### src/rtl/core/ico_pkg.sv
// Shared types and constants for the ICO file encoder.
// Used by the byte reader, the top level, the checker and the testbench.
package ico_pkg;

	localparam int SIDE_W = 9;
	localparam int AREA_W = 17;
	localparam int BSZ_W  = 19;
	localparam int OFS_W  = 24;
	localparam int COL_W  = 11;
	localparam int PIX_W  = 32;

	localparam int HDR_BYTES     = 6;
	localparam int DIR_BYTES     = 16;
	localparam int BMP_HDR_BYTES = 40;
	localparam int BITS_PER_PIX  = 32;

	typedef enum logic [1:0] {
		OP_CLEAR = 2'd0,
		OP_BEGIN = 2'd1,
		OP_PIXEL = 2'd2,
		OP_READ  = 2'd3
	} opcode_t;

	typedef enum logic [1:0] {
		ST_OK        = 2'd0,
		ST_BAD_SIZE  = 2'd1,
		ST_NO_ROOM   = 2'd2,
		ST_NOT_READY = 2'd3
	} status_t;

	typedef enum logic [5:0] {
		PH_HEADER = 6'b000001,
		PH_DIR    = 6'b000010,
		PH_BMPHDR = 6'b000100,
		PH_COLOR  = 6'b001000,
		PH_MASK   = 6'b010000,
		PH_DONE   = 6'b100000
	} phase_t;

	typedef enum logic [3:0] {
		RS_IDLE      = 4'b0001,
		RS_COLOR     = 4'b0010,
		RS_MASK      = 4'b0100,
		RS_MASK_LAST = 4'b1000
	} rd_state_t;

	typedef struct packed {
		logic [SIDE_W-1:0] w;
		logic [SIDE_W-1:0] h;
		logic [AREA_W-1:0] area;
		logic [BSZ_W-1:0]  bsize;
	} img_ent_t;

	typedef struct packed {
		logic [7:0] data_byte;
		logic       last_byte;
		status_t    status;
	} result_t;

	function automatic logic [7:0] le_byte(input logic [31:0] v, input logic [1:0] k);
		logic [7:0] b;
		case (k)
			2'd0:    b = v[7:0];
			2'd1:    b = v[15:8];
			2'd2:    b = v[23:16];
			default: b = v[31:24];
		endcase
		return b;
	endfunction

endpackage

### src/rtl/core/ico_rd.sv
// Read sequencer: walks the ICO file layout and produces one byte per request.
// Depends on ico_pkg; reads pixels through the read port of the top level's pixel RAM.
module ico_rd #(
	parameter int CW = 4,
	parameter int AW = 17
) (
	input  logic              clk,
	input  logic              arst_n,
	input  logic              rewind,
	input  logic              start,
	input  logic [CW-1:0]     count,
	input  ico_pkg::img_ent_t ent,
	input  logic [AW-1:0]     base,
	input  logic [31:0]       rdata,
	output logic              re,
	output logic [AW-1:0]     raddr,
	output logic [CW-1:0]     img,
	output logic              at_end,
	output logic              busy,
	output logic              done,
	output ico_pkg::result_t  res
);
	ico_pkg::phase_t    phase_q;
	ico_pkg::rd_state_t rs_q;
	logic [ico_pkg::COL_W-1:0]  col_q;
	logic [ico_pkg::SIDE_W-1:0] row_q;
	logic [CW-1:0]              img_q;
	logic [AW-1:0]              row_addr_q;
	logic [ico_pkg::OFS_W-1:0]  offset_q;
	logic [2:0]                 k_q;
	logic [2:0]                 k_s1;
	logic                       v_s1;
	logic [7:0]                 acc_q;

	logic [7:0]  hdr_byte, dir_byte, bmp_byte, color_byte, mask_bit, byte_c;
	logic [31:0] bmp_word;
	logic [5:0]  mrb;
	logic [13:0] x0;
	logic [AW-1:0] first_row;
	logic        col_end, row_end, img_end, last_c;

	assign img    = img_q;
	assign at_end = (phase_q == ico_pkg::PH_DONE);
	assign busy   = (rs_q != ico_pkg::RS_IDLE);

	assign mrb       = {5'(({1'b0, ent.w} + 10'd31) >> 5), 1'b0} << 1;
	assign x0        = {3'b000, col_q} << 3;
	assign first_row = base + AW'(ent.area) - AW'(ent.w);
	assign img_end   = ({1'b0, img_q} + 1'b1) >= {1'b0, count};
	assign row_end   = ({1'b0, row_q} + 1'b1) >= {1'b0, ent.h};

	always_comb begin
		hdr_byte = 8'd0;
		if (col_q == 11'd2) begin
			hdr_byte = 8'd1;
		end else if (col_q == 11'd4) begin
			hdr_byte = 8'(count);
		end
		case (col_q[3:0])
			4'd0:    dir_byte = ent.w[7:0];
			4'd1:    dir_byte = ent.h[7:0];
			4'd4:    dir_byte = 8'd1;
			4'd6:    dir_byte = 8'(ico_pkg::BITS_PER_PIX);
			4'd8, 4'd9, 4'd10, 4'd11:
				dir_byte = ico_pkg::le_byte(32'(ent.bsize), col_q[1:0]);
			4'd12, 4'd13, 4'd14, 4'd15:
				dir_byte = ico_pkg::le_byte(32'(offset_q), col_q[1:0]);
			default: dir_byte = 8'd0;
		endcase
		case (col_q[5:2])
			4'd0:    bmp_word = 32'(ico_pkg::BMP_HDR_BYTES);
			4'd1:    bmp_word = 32'(ent.w);
			4'd2:    bmp_word = 32'({ent.h, 1'b0});
			4'd3:    bmp_word = 32'(ico_pkg::BITS_PER_PIX) << 16 | 32'd1;
			4'd5:    bmp_word = 32'({ent.area, 2'b00});
			default: bmp_word = 32'd0;
		endcase
		bmp_byte = ico_pkg::le_byte(bmp_word, col_q[1:0]);
		// Pixel words hold red in the low byte; the file wants B, G, R, A.
		case (col_q[1:0])
			2'd0:    color_byte = rdata[23:16];
			2'd1:    color_byte = rdata[15:8];
			2'd2:    color_byte = rdata[7:0];
			default: color_byte = rdata[31:24];
		endcase
		mask_bit = (v_s1 && rdata[31:24] == 8'd0) ? (8'h80 >> k_s1) : 8'd0;
	end

	// Request issue and completion.
	always_comb begin
		re      = 1'b0;
		raddr   = row_addr_q + AW'(x0) + AW'(k_q);
		done    = 1'b0;
		byte_c  = 8'd0;
		case (rs_q)
			ico_pkg::RS_IDLE: begin
				if (start) begin
					case (phase_q)
						ico_pkg::PH_HEADER: begin
							done = 1'b1; byte_c = hdr_byte;
						end
						ico_pkg::PH_DIR: begin
							done = 1'b1; byte_c = dir_byte;
						end
						ico_pkg::PH_BMPHDR: begin
							done = 1'b1; byte_c = bmp_byte;
						end
						ico_pkg::PH_COLOR: begin
							re    = 1'b1;
							raddr = row_addr_q + AW'(col_q[10:2]);
						end
						ico_pkg::PH_MASK: begin
							if (x0 >= 14'(ent.w)) begin
								done = 1'b1;
							end else begin
								re    = 1'b1;
								raddr = row_addr_q + AW'(x0);
							end
						end
						default: ;
					endcase
				end
			end
			ico_pkg::RS_COLOR: begin
				done   = 1'b1;
				byte_c = color_byte;
			end
			ico_pkg::RS_MASK: begin
				re = 1'b1;
			end
			ico_pkg::RS_MASK_LAST: begin
				done   = 1'b1;
				byte_c = acc_q | mask_bit;
			end
			default: ;
		endcase
	end

	always_comb begin
		case (phase_q)
			ico_pkg::PH_COLOR: col_end = (12'(col_q) + 12'd1) >= 12'({ent.w, 2'b00});
			ico_pkg::PH_MASK:  col_end = (12'(col_q) + 12'd1) >= 12'(mrb);
			default:           col_end = 1'b0;
		endcase
		last_c = (phase_q == ico_pkg::PH_MASK) && col_end && row_end && img_end;
	end

	assign res.data_byte = byte_c;
	assign res.last_byte = done && last_c;
	assign res.status    = ico_pkg::ST_OK;

	always_ff @(posedge clk or negedge arst_n) begin
		if (!arst_n) begin
			rs_q <= ico_pkg::RS_IDLE;
			v_s1 <= 1'b0;
			k_q  <= 3'd0;
		end else begin
			case (rs_q)
				ico_pkg::RS_IDLE: begin
					v_s1 <= 1'b0;
					if (start && phase_q == ico_pkg::PH_COLOR) begin
						rs_q <= ico_pkg::RS_COLOR;
					end else if (start && phase_q == ico_pkg::PH_MASK && !done) begin
						v_s1 <= 1'b1;
						k_q  <= 3'd1;
						if (x0 + 14'd1 >= 14'(ent.w)) begin
							rs_q <= ico_pkg::RS_MASK_LAST;
						end else begin
							rs_q <= ico_pkg::RS_MASK;
						end
					end
				end
				ico_pkg::RS_COLOR: rs_q <= ico_pkg::RS_IDLE;
				ico_pkg::RS_MASK: begin
					v_s1 <= 1'b1;
					k_q  <= k_q + 3'd1;
					if (k_q == 3'd7 || x0 + 14'(k_q) + 14'd1 >= 14'(ent.w)) begin
						rs_q <= ico_pkg::RS_MASK_LAST;
					end
				end
				ico_pkg::RS_MASK_LAST: begin
					v_s1 <= 1'b0;
					rs_q <= ico_pkg::RS_IDLE;
				end
				default: rs_q <= ico_pkg::RS_IDLE;
			endcase
		end
	end

	// Mask byte accumulator and the bit index that goes with each RAM read.
	always_ff @(posedge clk) begin
		k_s1 <= (rs_q == ico_pkg::RS_IDLE) ? 3'd0 : k_q;
		if (rs_q == ico_pkg::RS_IDLE) begin
			acc_q <= 8'd0;
		end else begin
			acc_q <= acc_q | mask_bit;
		end
	end

	always_ff @(posedge clk or negedge arst_n) begin
		if (!arst_n) begin
			phase_q    <= ico_pkg::PH_HEADER;
			col_q      <= '0;
			row_q      <= '0;
			img_q      <= '0;
			offset_q   <= '0;
			row_addr_q <= '0;
		end else if (rewind) begin
			phase_q  <= ico_pkg::PH_HEADER;
			col_q    <= '0;
			row_q    <= '0;
			img_q    <= '0;
			offset_q <= '0;
		end else if (done) begin
			case (phase_q)
				ico_pkg::PH_HEADER: begin
					if (col_q == 11'(ico_pkg::HDR_BYTES - 1)) begin
						phase_q  <= ico_pkg::PH_DIR;
						col_q    <= '0;
						img_q    <= '0;
						offset_q <= ico_pkg::OFS_W'(ico_pkg::HDR_BYTES)
							+ ico_pkg::OFS_W'({count, 4'b0000});
					end else begin
						col_q <= col_q + 1'b1;
					end
				end
				ico_pkg::PH_DIR: begin
					if (col_q == 11'(ico_pkg::DIR_BYTES - 1)) begin
						col_q    <= '0;
						offset_q <= offset_q + ico_pkg::OFS_W'(ent.bsize);
						if (img_end) begin
							img_q   <= '0;
							phase_q <= ico_pkg::PH_BMPHDR;
						end else begin
							img_q <= img_q + 1'b1;
						end
					end else begin
						col_q <= col_q + 1'b1;
					end
				end
				ico_pkg::PH_BMPHDR: begin
					if (col_q == 11'(ico_pkg::BMP_HDR_BYTES - 1)) begin
						col_q      <= '0;
						row_q      <= '0;
						phase_q    <= ico_pkg::PH_COLOR;
						row_addr_q <= first_row;
					end else begin
						col_q <= col_q + 1'b1;
					end
				end
				ico_pkg::PH_COLOR: begin
					if (col_end) begin
						col_q <= '0;
						if (row_end) begin
							row_q      <= '0;
							phase_q    <= ico_pkg::PH_MASK;
							row_addr_q <= first_row;
						end else begin
							row_q      <= row_q + 1'b1;
							row_addr_q <= row_addr_q - AW'(ent.w);
						end
					end else begin
						col_q <= col_q + 1'b1;
					end
				end
				ico_pkg::PH_MASK: begin
					if (col_end) begin
						col_q <= '0;
						if (row_end) begin
							row_q <= '0;
							if (img_end) begin
								phase_q <= ico_pkg::PH_DONE;
							end else begin
								img_q   <= img_q + 1'b1;
								phase_q <= ico_pkg::PH_BMPHDR;
							end
						end else begin
							row_q      <= row_q + 1'b1;
							row_addr_q <= row_addr_q - AW'(ent.w);
						end
					end else begin
						col_q <= col_q + 1'b1;
					end
				end
				default: ;
			endcase
		end
	end
endmodule

### config.mk
export PLATFORM = sky130hd
export DESIGN_NAME = ico_rd
export DESIGN_NICKNAME = d
export VERILOG_FILES = /design/src/rtl/core/ico_pkg.sv /design/src/rtl/core/ico_rd.sv
export SDC_FILE = /design/constraint.sdc
export NUM_CORES = 1
export LEC_CHECK = 0
export ABC_AREA = 1
export BUFFER_PORTS_ARGS = -buffer_cell sky130_fd_sc_hd__buf_2
export CORE_UTILIZATION = 40
export DETAILED_ROUTE_END_ITERATION = 6
export MAX_ROUTING_LAYER = met4
export PLACE_DENSITY = 0.55
export REMOVE_ABC_BUFFERS = 1
export SLEW_MARGIN = 20
export SYNTH_ARGS = -nofsm -noshare
export SYNTH_HDL_FRONTEND = slang
export SYNTH_SLANG_ARGS = --single-unit
### constraint.sdc
create_clock -name clk -period 8.69 [get_ports clk]
set_input_delay 0.869 -clock clk [delete_from_list [all_inputs] [get_ports clk]]
set_output_delay 0.869 -clock clk [all_outputs]
set_load 0.01 [all_outputs]
==> results of run 1 <==
## how the worst max path moves through the flow
stage	start	end	slack, ns	cells past startpoint
final	col_q[1]$_DFFE_PN0P_	res[2]	3.95	18
after global routing	col_q[1]$_DFFE_PN0P_	res[2]	3.56	18
after CTS	col_q[1]$_DFFE_PN0P_	res[2]	3.96	18
after detailed placement	col_q[1]$_DFFE_PN0P_	res[2]	4.39	18
after global placement	col_q[1]$_DFFE_PN0P_	res[2]	4.44	18
after floorplan	col_q[1]$_DFFE_PN0P_	res[2]	5.19	16
## cell families (layout without fill, tap and decap cells)
kind of cell    Yosys count  after routing  synth area share (%)
compound gates          373            373                  17.5
simple gates            973            973                  33.5
other cells               1              2                0.0298
flops                    90             90                  17.5
xor+xnor                 70             70                  4.87
fa+ha+maj               139            139                  14.6
buf+inv                 394            522                  12.1
## cells in the mapped netlist, drive strengths merged, types with 2 or more instances
cell,number
o2111a,2
and3,2
a31oi,4
dfstp,2
or2,5
a31o,4
o2111ai,3
o211ai,10
inv,355
xnor2,22
dfxtp,11
a21boi,2
a21oi,116
a22o,2
fa,14
o41ai,2
o31ai,5
xor2,48
clkbuf,20
nor3,27
dfrtp,77
a22oi,10
nand4,58
o22ai,20
nand3,140
nand3b,3
nor4,5
o21a,3
nand2,556
buf,19
a21o,10
o221ai,13
o21ai,151
a221oi,10
ha,125
nor2,173
## power groups by stage
stage	combinational [mW]	sequential (mW)	clock (mW)
global route	1.84	0.607	0.471
floorplan	1.14	0.558	0
detailed placement	1.62	0.603	0
finish	1.65	0.598	0.450
global placement	1.62	0.602	0
CTS	1.63	0.595	0.458
## worst max-delay path, cell delays in order, from the launching register on
cell	delay [ns]
dfrtp_1	0.57
ha_1	0.91
inv_1	0.33
nand2_1	0.16
nand2_1	0.09
ha_1	0.28
nand2_1	0.05
nand2_1	0.06
a21oi_1	0.05
o21ai_0	0.16
nand2_1	0.08
nand2_1	0.06
nand2_1	0.04
nand2_1	0.05
nand2_1	0.10
nand2_4	0.16
nand4_1	0.13
inv_1	0.08
buf_2	0.13
## registers in the layout (all words and copies together) (netlist names)
name        count
img             4
offset_q       24
acc_q           8
v_s1            1
rs_q            4
k_s1            3
row_addr_q     17
row_q           9
phase_q         6
col_q          11
k_q             3
## stage by stage
step / std cells / total power [mW] / hold slack [ns] / util [%]
floorplan: 2002 / 1.69 / 0.458 / -
global placement: 2549 / 2.22 / 0.472 / 44.5
detailed placement: 2549 / 2.22 / 0.483 / 44.5
CTS: 2565 / 2.68 / 0.458 / 45.6
global route: 2565 / 2.91 / 0.481 / 45.6
finish: 2565 / 2.70 / 0.451 / 45.6
## layer usage
metal	routed length, µm	GRT usage (%)	share of wire [%]	vias up
li1	-	-	-	6960
met3	2400	2.80	5.2	73
met4	1060	8.24	2.3	0
met2	21800	49.0	47	416
met1	20600	37.4	45	6548
met5	0	-	0	-
## final cells by class
| class | count | area [µm²] | share of cell area, % |
|---|---|---|---|
| sequential | 90 | 2200 | 15.7 |
| multi-input combinational | 1557 | 8880 | 63.3 |
| inverter | 355 | 1340 | 9.52 |
| timing repair buffer | 151 | 776 | 5.53 |
| clock buffer | 12 | 300 | 2.14 |
| tap | 396 | 495 | 3.53 |
| clock inverter | 4 | 35.0 | 0.250 |
==> flow_summary.toml, run 1 <==
[setup_path]
reg2regPathDepth = 20
r2r_end = "row_addr_q[10]$_DFFE_PN0P_"
cp_data_required_time_ns = 7.82
path_max_fanout = 26
timing.rr.start = "col_q[1]$_DFFE_PN0P_"
startpoint_type = "flip-flop"
r2r_slack_ns = 4.70
crit_arrival_ns = 3.87
path_class = "flip-flop to output port"
endpoint_kind = "output port"

[clock_network]
clk_latency_ns = 0.37
clockBufferDepth = 2
cts-resized-gates = 0
cts_tree = "built"
postCtsSetupBuffers = 0
cts_buffers = 9
hold_buffers = 0
htreeDepth = 3
cts_sinks = 90
cts_root_buf = "clkbuf_16"
clkSlewWorstSetupHoldPaths_ns = 0.08

[timing]
setup_viol = 0
period_share_pct = 54.6
worst_pin_slew_ns = 1.02
slew_viol_final = 0
slew_headroom_pct = 32.3
fin_skew_ns = 0.0106
grt_setup_unrepaired = "false"
setup_tns_ns = 0
period_needed_ns = 4.74
hold_viol = 0
finalWorstSetupSlack_ns = 3.95
clock.fmax_ghz = 0.211

[synthesis]
synth_area_leaders = "nand2_1 16%, dfrtp_1 15%, ha_1 12%"
ys_types = 63
synth-seq-cells = 90
mappedNetlistArea_mm2 = 0.0126
synth_edf_count = 0
seq_area_frac_synth_pct = 17.5
avgSynthCellArea_um2 = 6.17
async_flop_share_pct = 87.8
yosysTopAreaCell = "nand2_1"
ys.flop_type = "dfrtp_1"
synth_cells = 2040
ys_warn_count = 0
synth_top_area_share_pct = 16.2

[job]
maxCapViolCount = 0

[drt]
drtIter0Drc = 1068
vias_per_cell = 5.46
ant_nets = 0
wl_per_cell_um = 17.9
remaining_drc_errors = 0
vias = 14000
first_pass_iters = 7
postRouteWirelength_um = 45900

[floorplan]
start_util_pct = 41.0
core-area_mm2 = 0.0307
io_pins = 147
die_w_um = 179
placementRows = 64
dieArea_mm2 = 0.0322
die_h_um = 179

[grt]
grt_pass1_wl_um = 72300
grt_overflow_total = 0
grt_util_all_layers_pct = 29.3
grt_max_degree = 48
antenna_found_initial = 0
first_global_vias = 13300

[layout]
mostFrequentLayoutCells = "545 x nand2_1, 346 x inv_1, 164 x nor2_1, 143 x buf_2, 132 x nand3_1"
final_area_mm2 = 0.0140
drive_gt1_share_pct = 10.6
fillers = 3415
area_growth_pct = 11.3
final_common_cell = "nand2_1"
fin_nets = 2414
antennaDiodeCount = 0

[pwr]
p_int_mw = 1.28
p_per_area_mw_per_mm2 = 192
netSwitchingFraction_pct = 52.4
p_sw_mw = 1.41
seq_power_share_pct = 22.2
irDropWorstVdd_v = 0.000111
share_comb_of_total_power_pct = 61.1
leakage_nw = 7.56
p_clk_share_pct = 16.7

[placed_design]
dp_slack_ns = 4.39
gp_congestion = 0.987
place_area_mm2 = 0.0137
port_buffers = 144
hpwl_um = 37600

[min_path]
hp-class = "input port to asynchronous set/reset pin"

[status]
run_status = "complete, no violations"
Power figures use the tool's default switching activity.
==> inputs of run 2 (changes only) <==
Settings changed: ABC_AREA 1 to 0, PLACE_DENSITY 0.55 to 0.56.
Clock period 8.69 ns to 4.5 ns, I/O delays scaled along.
==> flow_summary.toml, run 2 <==
[status]
run_status = "finished, violations left"
violations = "DRC"

[layout]
regMostFlops = "offset_q"
reg.largest.list = "offset_q x24, row_addr_q x17, col_q x11"
fin_nets = 1908
largest_register_ffs = 24
area_growth_pct = 13.6
final_common_cell = "buf_2"
mostFrequentLayoutCells = "143 x buf_2, 141 x nand2_1, 128 x nor2_1, 128 x o21ai_0, 125 x ha_1"
postLayoutCoreUtil_pct = 46.1
final_area_mm2 = 0.0132
fillers = 3007
layout.area.seq_mm2 = 0.00220
multi_input_area_mm2 = 0.00875
finalNonFillerCells = 2048
drive_gt1_share_pct = 15.0

[setup_path]
crit_family = "simple AND/OR/NAND/NOR gates"
path_class = "flip-flop to output port"
crit_arrival_ns = 3.80
path_buf_inv = 1
path_max_fanout = 8
cp_slowest_cell = "or3b_2"
slowest_delay_ns = 0.49
cp_data_required_time_ns = 4.05
endpoint_kind = "output port"
crit_chain = "ha_1, fa_1, xor2_2, o211a_1, or3b_2, nor4_2, and3_2, and3_1, o221ai_1, a22oi_1, buf_2"
startpoint_type = "flip-flop"

[placed_design]
port_buffers = 144
place_area_mm2 = 0.0129
hpwl_um = 32000
placed_cells = 2030
dp_slack_ns = 0.452
gp_congestion = 0.968

[drt]
drtIter0Drc = 1442
ant_nets = 0
wl_per_cell_um = 19.7
remaining_drc_errors = 10
vias = 12100
first_pass_iters = 7
postRouteWirelength_um = 40400
vias_per_cell = 5.92

[grt]
antenna_found_initial = 1
grt_pass1_wl_um = 64300
grt_overflow_total = 0
grt_max_degree = 51
first_global_vias = 11500
grt_util_all_layers_pct = 28.0

[floorplan]
start_util_pct = 40.6
die_h_um = 173
core-area_mm2 = 0.0287
placementRows = 62
io_pins = 147
die_w_um = 173
dieArea_mm2 = 0.0298

[pwr]
leakage_nw = 6.19
irDropWorstVdd_v = 0.000234
total_power_mw = 5.13
p_per_area_mw_per_mm2 = 388

[synthesis]
mappedNetlistArea_mm2 = 0.0116
ys_warn_count = 0
ys.flop_type = "dfrtp_1"
yosys-top-cells-count = "141 x nand2_1, 128 x nor2_1, 128 x o21ai_0"
yosysTopAreaCell = "dfrtp_1"
synth_area_leaders = "dfrtp_1 17%, ha_1 13%, o21ai_0 5.5%"
synth-seq-cells = 90
avgSynthCellArea_um2 = 7.62
ys_types = 95
seq_area_frac_synth_pct = 18.9
synth_top_area_share_pct = 16.5
async_flop_share_pct = 87.8
synth_edf_count = 0
synth_cells = 1529
post-synth-top-count-cell = "nand2_1"

[clock_network]
cts_sinks = 90
cts_tree = "built"
hold_buffers = 0
clockBufferDepth = 2
clkSlewWorstSetupHoldPaths_ns = 0.08
cts_buffers = 9
cts_root_buf = "clkbuf_16"
clk_latency_ns = 0.37
htreeDepth = 3

[timing]
finalWorstSetupSlack_ns = 0.254
worst_pin_slew_ns = 1.02
clock.fmax_ghz = 0.236
period_share_pct = 94.4
setup_tns_ns = 0
slew_headroom_pct = 31.6
period_needed_ns = 4.25
grt_setup_unrepaired = "false"
fin_skew_ns = 0.0131
setup_viol = 0
worst_hold_slack_ns = 0.152
slew_viol_final = 0
hold_viol = 0

[min_path]
hp-class = "input port to asynchronous set/reset pin"

[job]
maxCapViolCount = 0
==> run 2: cell types whose count changed after synthesis, moves of 33 or more <==
cell and delta:
inv_1 -229, nor2_1 -36, xnor2_1 +33, nand4_1 -38
nand3_1 -86, nand2_1 -404
==> run 2: metal layers <==
| metal | GRT usage, % | vias to the layer above | part of all wire [%] |
|---|---|---|---|
| met5 | - | - | 0 |
| met4 | 7.25 | 0 | 1.8 |
| met3 | 4.49 | 49 | 6.9 |
| met2 | 41.5 | 459 | 43 |
| met1 | 39.2 | 5715 | 48 |
| li1 | - | 5903 | - |
==> run 2: worst reg2reg max path, cell delays in order, from the launching register on <==
cell and delay (ns):
dfrtp_2 0.55, ha_1 0.30, nand4_1 0.17, or3_1 0.39
nand2_1 0.09, ha_1 0.24, a211oi_1 0.25, nor2_1 0.08
a311o_1 0.35, nor3_1 0.21, buf_4 0.16, nor4b_2 0.04
buf_4 0.18, nor2_1 0.57, o21ai_0 0.20, o21ai_0 0.11
==> run 2: logic make-up (layout without fill, tap and decap cells) <==
family / count (synthesis) / after routing / synth area share, %
buf+inv: 187 / 320 / 6.39
mux: 11 / 11 / 0.978
flops: 90 / 90 / 18.9
compound gates: 490 / 490 / 28.7
simple gates: 519 / 519 / 22.3
xor+xnor: 92 / 92 / 6.92
other cells: 1 / 3 / 0.0322
fa+ha+maj: 139 / 139 / 15.8
==> run 2: path summary, 6_finish.rpt <==
kind	start	end	slack [ns]	cells past startpoint
hold / removal	arst_n	offset_q[19]$_DFFE_PN0P_	0.15	1
setup reg to reg	col_q[1]$_DFFE_PN0P_	row_q[7]$_DFFE_PN0P_	0.54	15
min in group clk	start	rs_q[3]$_DFFE_PN0P_	0.43	3
max in group asynchronous	arst_n	col_q[1]$_DFFE_PN0P_	3.36	2
setup / recovery	row_addr_q[3]$_DFFE_PN0P_	raddr[13]	0.25	11
hold reg to reg	acc_q[4]$_SDFF_PN0_	acc_q[4]$_SDFF_PN0_	0.46	2
==> run 2: final cells by class <==
cell class | count | share of cell area [%]
Timing Repair Buffer | 185 | 7.79
Clock buffer | 9 | 1.70
Clock inverter | 7 | 0.718
Tap cell | 384 | 3.63
Inverter | 119 | 3.37
Sequential cell | 90 | 16.6
Multi-Input combinational cell | 1253 | 66.1
Antenna cell | 1 | 0.0189
==> run 2: power by group <==
part	leakage [nW]	switching, mW	total [mW]	internal [mW]
logic	4.88	1.91	3.13	1.23
clock network	0.157	0.409	0.858	0.449
registers	1.15	0.217	1.14	0.924
total	6.19	2.53	5.13	2.60
==> run 2: repair_timing <==
| action | CTS | global route |
|---|---|---|
| gates resized for setup | 0 | 9 |
| endpoints found under the setup margin | 0 | 6 |
| setup buffers | 0 | 1 |
==> inputs of run 3 (changes only) <==
Settings changed: CORE_UTILIZATION 40 to 55, CTS_CLUSTER_DIAMETER set to 150, PLACE_DENSITY 0.56 to 0.73.
==> flow_summary.toml, run 3 (synthesis results as in run 2) <==
[min_path]
hp-class = "input port to asynchronous set/reset pin"

[drt]
wl_per_cell_um = 19.9
drtIter0Drc = 1483
postRouteWirelength_um = 38300
first_pass_iters = 7
ant_nets = 0
vias = 12400
vias_per_cell = 6.44
remaining_drc_errors = 6

[timing]
setup_tns_ns = 0
period_share_pct = 94.6
worst_hold_slack_ns = 0.141
worst_pin_slew_ns = 0.977
clock.fmax_ghz = 0.235
hold_viol = 0
fin_skew_ns = 0.0120
setup_viol = 0
slew_headroom_pct = 34.2
grt_setup_unrepaired = "false"
period_needed_ns = 4.26
slew_viol_final = 0

[status]
run_status = "finished, violations left"
violations = "DRC"

[setup_path]
cp_slowest_cell = "or3b_2"
endpoint_kind = "output port"
path_max_fanout = 8
r2r_end = "row_q[2]$_DFFE_PN0P_"
path_buf_inv = 1
startpoint_type = "flip-flop"
crit_family = "simple AND/OR/NAND/NOR gates"
timing.rr.start = "col_q[4]$_DFFE_PN0P_"
crit_arrival_ns = 3.81
crit_chain = "ha_1, fa_1, xor2_2, o211a_1, or3b_2, nor4_2, and3_1, and3_1, o221ai_1, a22oi_1, buf_2"
slowest_delay_ns = 0.50
reg2regPathDepth = 13
cp_num_cells = 11
startpoint = "row_addr_q[3]$_DFFE_PN0P_"
r2r_slack_ns = 0.39
path_class = "flip-flop to output port"
cp_common_cell = "and3_1"
cp_data_required_time_ns = 4.05
critPathCapture = "raddr[13]"

[layout]
drive_gt1_share_pct = 14.6
mostFrequentLayoutCells = "143 x buf_2, 141 x nand2_1, 128 x nor2_1, 128 x o21ai_0, 125 x ha_1"
final_common_cell = "buf_2"
regMostFlops = "offset_q"
fin_nets = 1902
reg.largest.list = "offset_q x24, row_addr_q x17, col_q x11"
area_growth_pct = 12.0
largest_register_ffs = 24

[clock_network]
clockBufferDepth = 2
htreeDepth = 3
cts_buffers = 9
hold_buffers = 0
clkSlewWorstSetupHoldPaths_ns = 0.08
cts_root_buf = "clkbuf_16"
cts_sinks = 90
cts-resized-gates = 0
cts_tree = "built"
clk_latency_ns = 0.36
postCtsSetupBuffers = 0

[grt]
grt_util_all_layers_pct = 36.5
antenna_found_initial = 2
grt_pass1_wl_um = 60800
grt_overflow_total = 0
grt_max_degree = 80
first_global_vias = 11400

[pwr]
p_per_area_mw_per_mm2 = 390
irDropWorstVdd_v = 0.000218
leakage_nw = 6.16

[floorplan]
die_h_um = 148
core-area_mm2 = 0.0205
die_w_um = 148
placementRows = 52
io_pins = 147
start_util_pct = 56.8
dieArea_mm2 = 0.0218

[job]
maxCapViolCount = 0

[placed_design]
hpwl_um = 30100
gp_congestion = 0.991
port_buffers = 144
==> run 3: power by group <==
part	internal (mW)	switching [mW]	total, mW	leakage [nW]
clock	0.425	0.389	0.813	0.154
combinational	1.23	1.89	3.12	4.85
sequential	0.924	0.232	1.16	1.15
==> run 3: layout make-up <==
| type | instances | area, µm² |
|---|---|---|
| inverters | 119 | 447 |
| flip-flops and latches | 90 | 2200 |
| clock buffers | 10 | 250 |
| repair buffers | 179 | 990 |
| well taps | 270 | 338 |
| fillers | 1860 | 7450 |
| diodes | 2 | 5.00 |
| multi-input cells | 1253 | 8750 |
| clock inverters | 6 | 62.6 |
==> run 3: layer usage <==
metal	vias up	wire length [µm]	global-route usage [%]
met5	-	0	-
met2	648	16500	53.7
met4	0	1190	11.6
met1	5789	16700	49.9
li1	5884	-	-
met3	105	3930	7.44
==> run 3: how the worst min path moves through the flow <==
stage                              startpoint                       end  slack, ns  depth (start not counted)
after floorplan                        arst_n      col_q[0]$_DFFE_PN0P_       0.15                          0
after global placement    acc_q[2]$_SDFF_PN0_       acc_q[2]$_SDFF_PN0_       0.44                          2
after detailed placement  acc_q[7]$_SDFF_PN0_       acc_q[7]$_SDFF_PN0_       0.44                          2
after CTS                              arst_n  offset_q[16]$_DFFE_PN0P_       0.34                          1
after global routing                   arst_n  offset_q[16]$_DFFE_PN0P_       0.22                          1
final                                  arst_n  offset_q[20]$_DFFE_PN0P_       0.14                          1
==> run 3: per-stage QoR <==
stage / setup slack [ns] / std cells / cell area, µm² / utilization, % / power [mW]
after floorplan: 0.448 / 1462 / 11400 / - / 3.20
after global placement: 0.555 / 1911 / 12700 / 61.9 / 4.12
after detailed placement: 0.375 / 1911 / 12700 / 61.9 / 4.17
after CTS: 0.0722 / 1927 / 13000 / 63.4 / 5.01
after global routing: 0.0201 / 1929 / 13000 / 63.6 / 5.44
final: 0.242 / 1929 / 13000 / 63.6 / 5.09
==> run 3: worst reg2reg max path, delay by kind of cell, from the launching register on <==
kind / cells / cell delay (ns)
DFF: 1 / 0.60
adders and majority gates: 1 / 0.24
and+or+nand+nor: 7 / 2.10
AOI/OAI and AO/OA: 4 / 0.89
buffers and inverters: 1 / 0.18
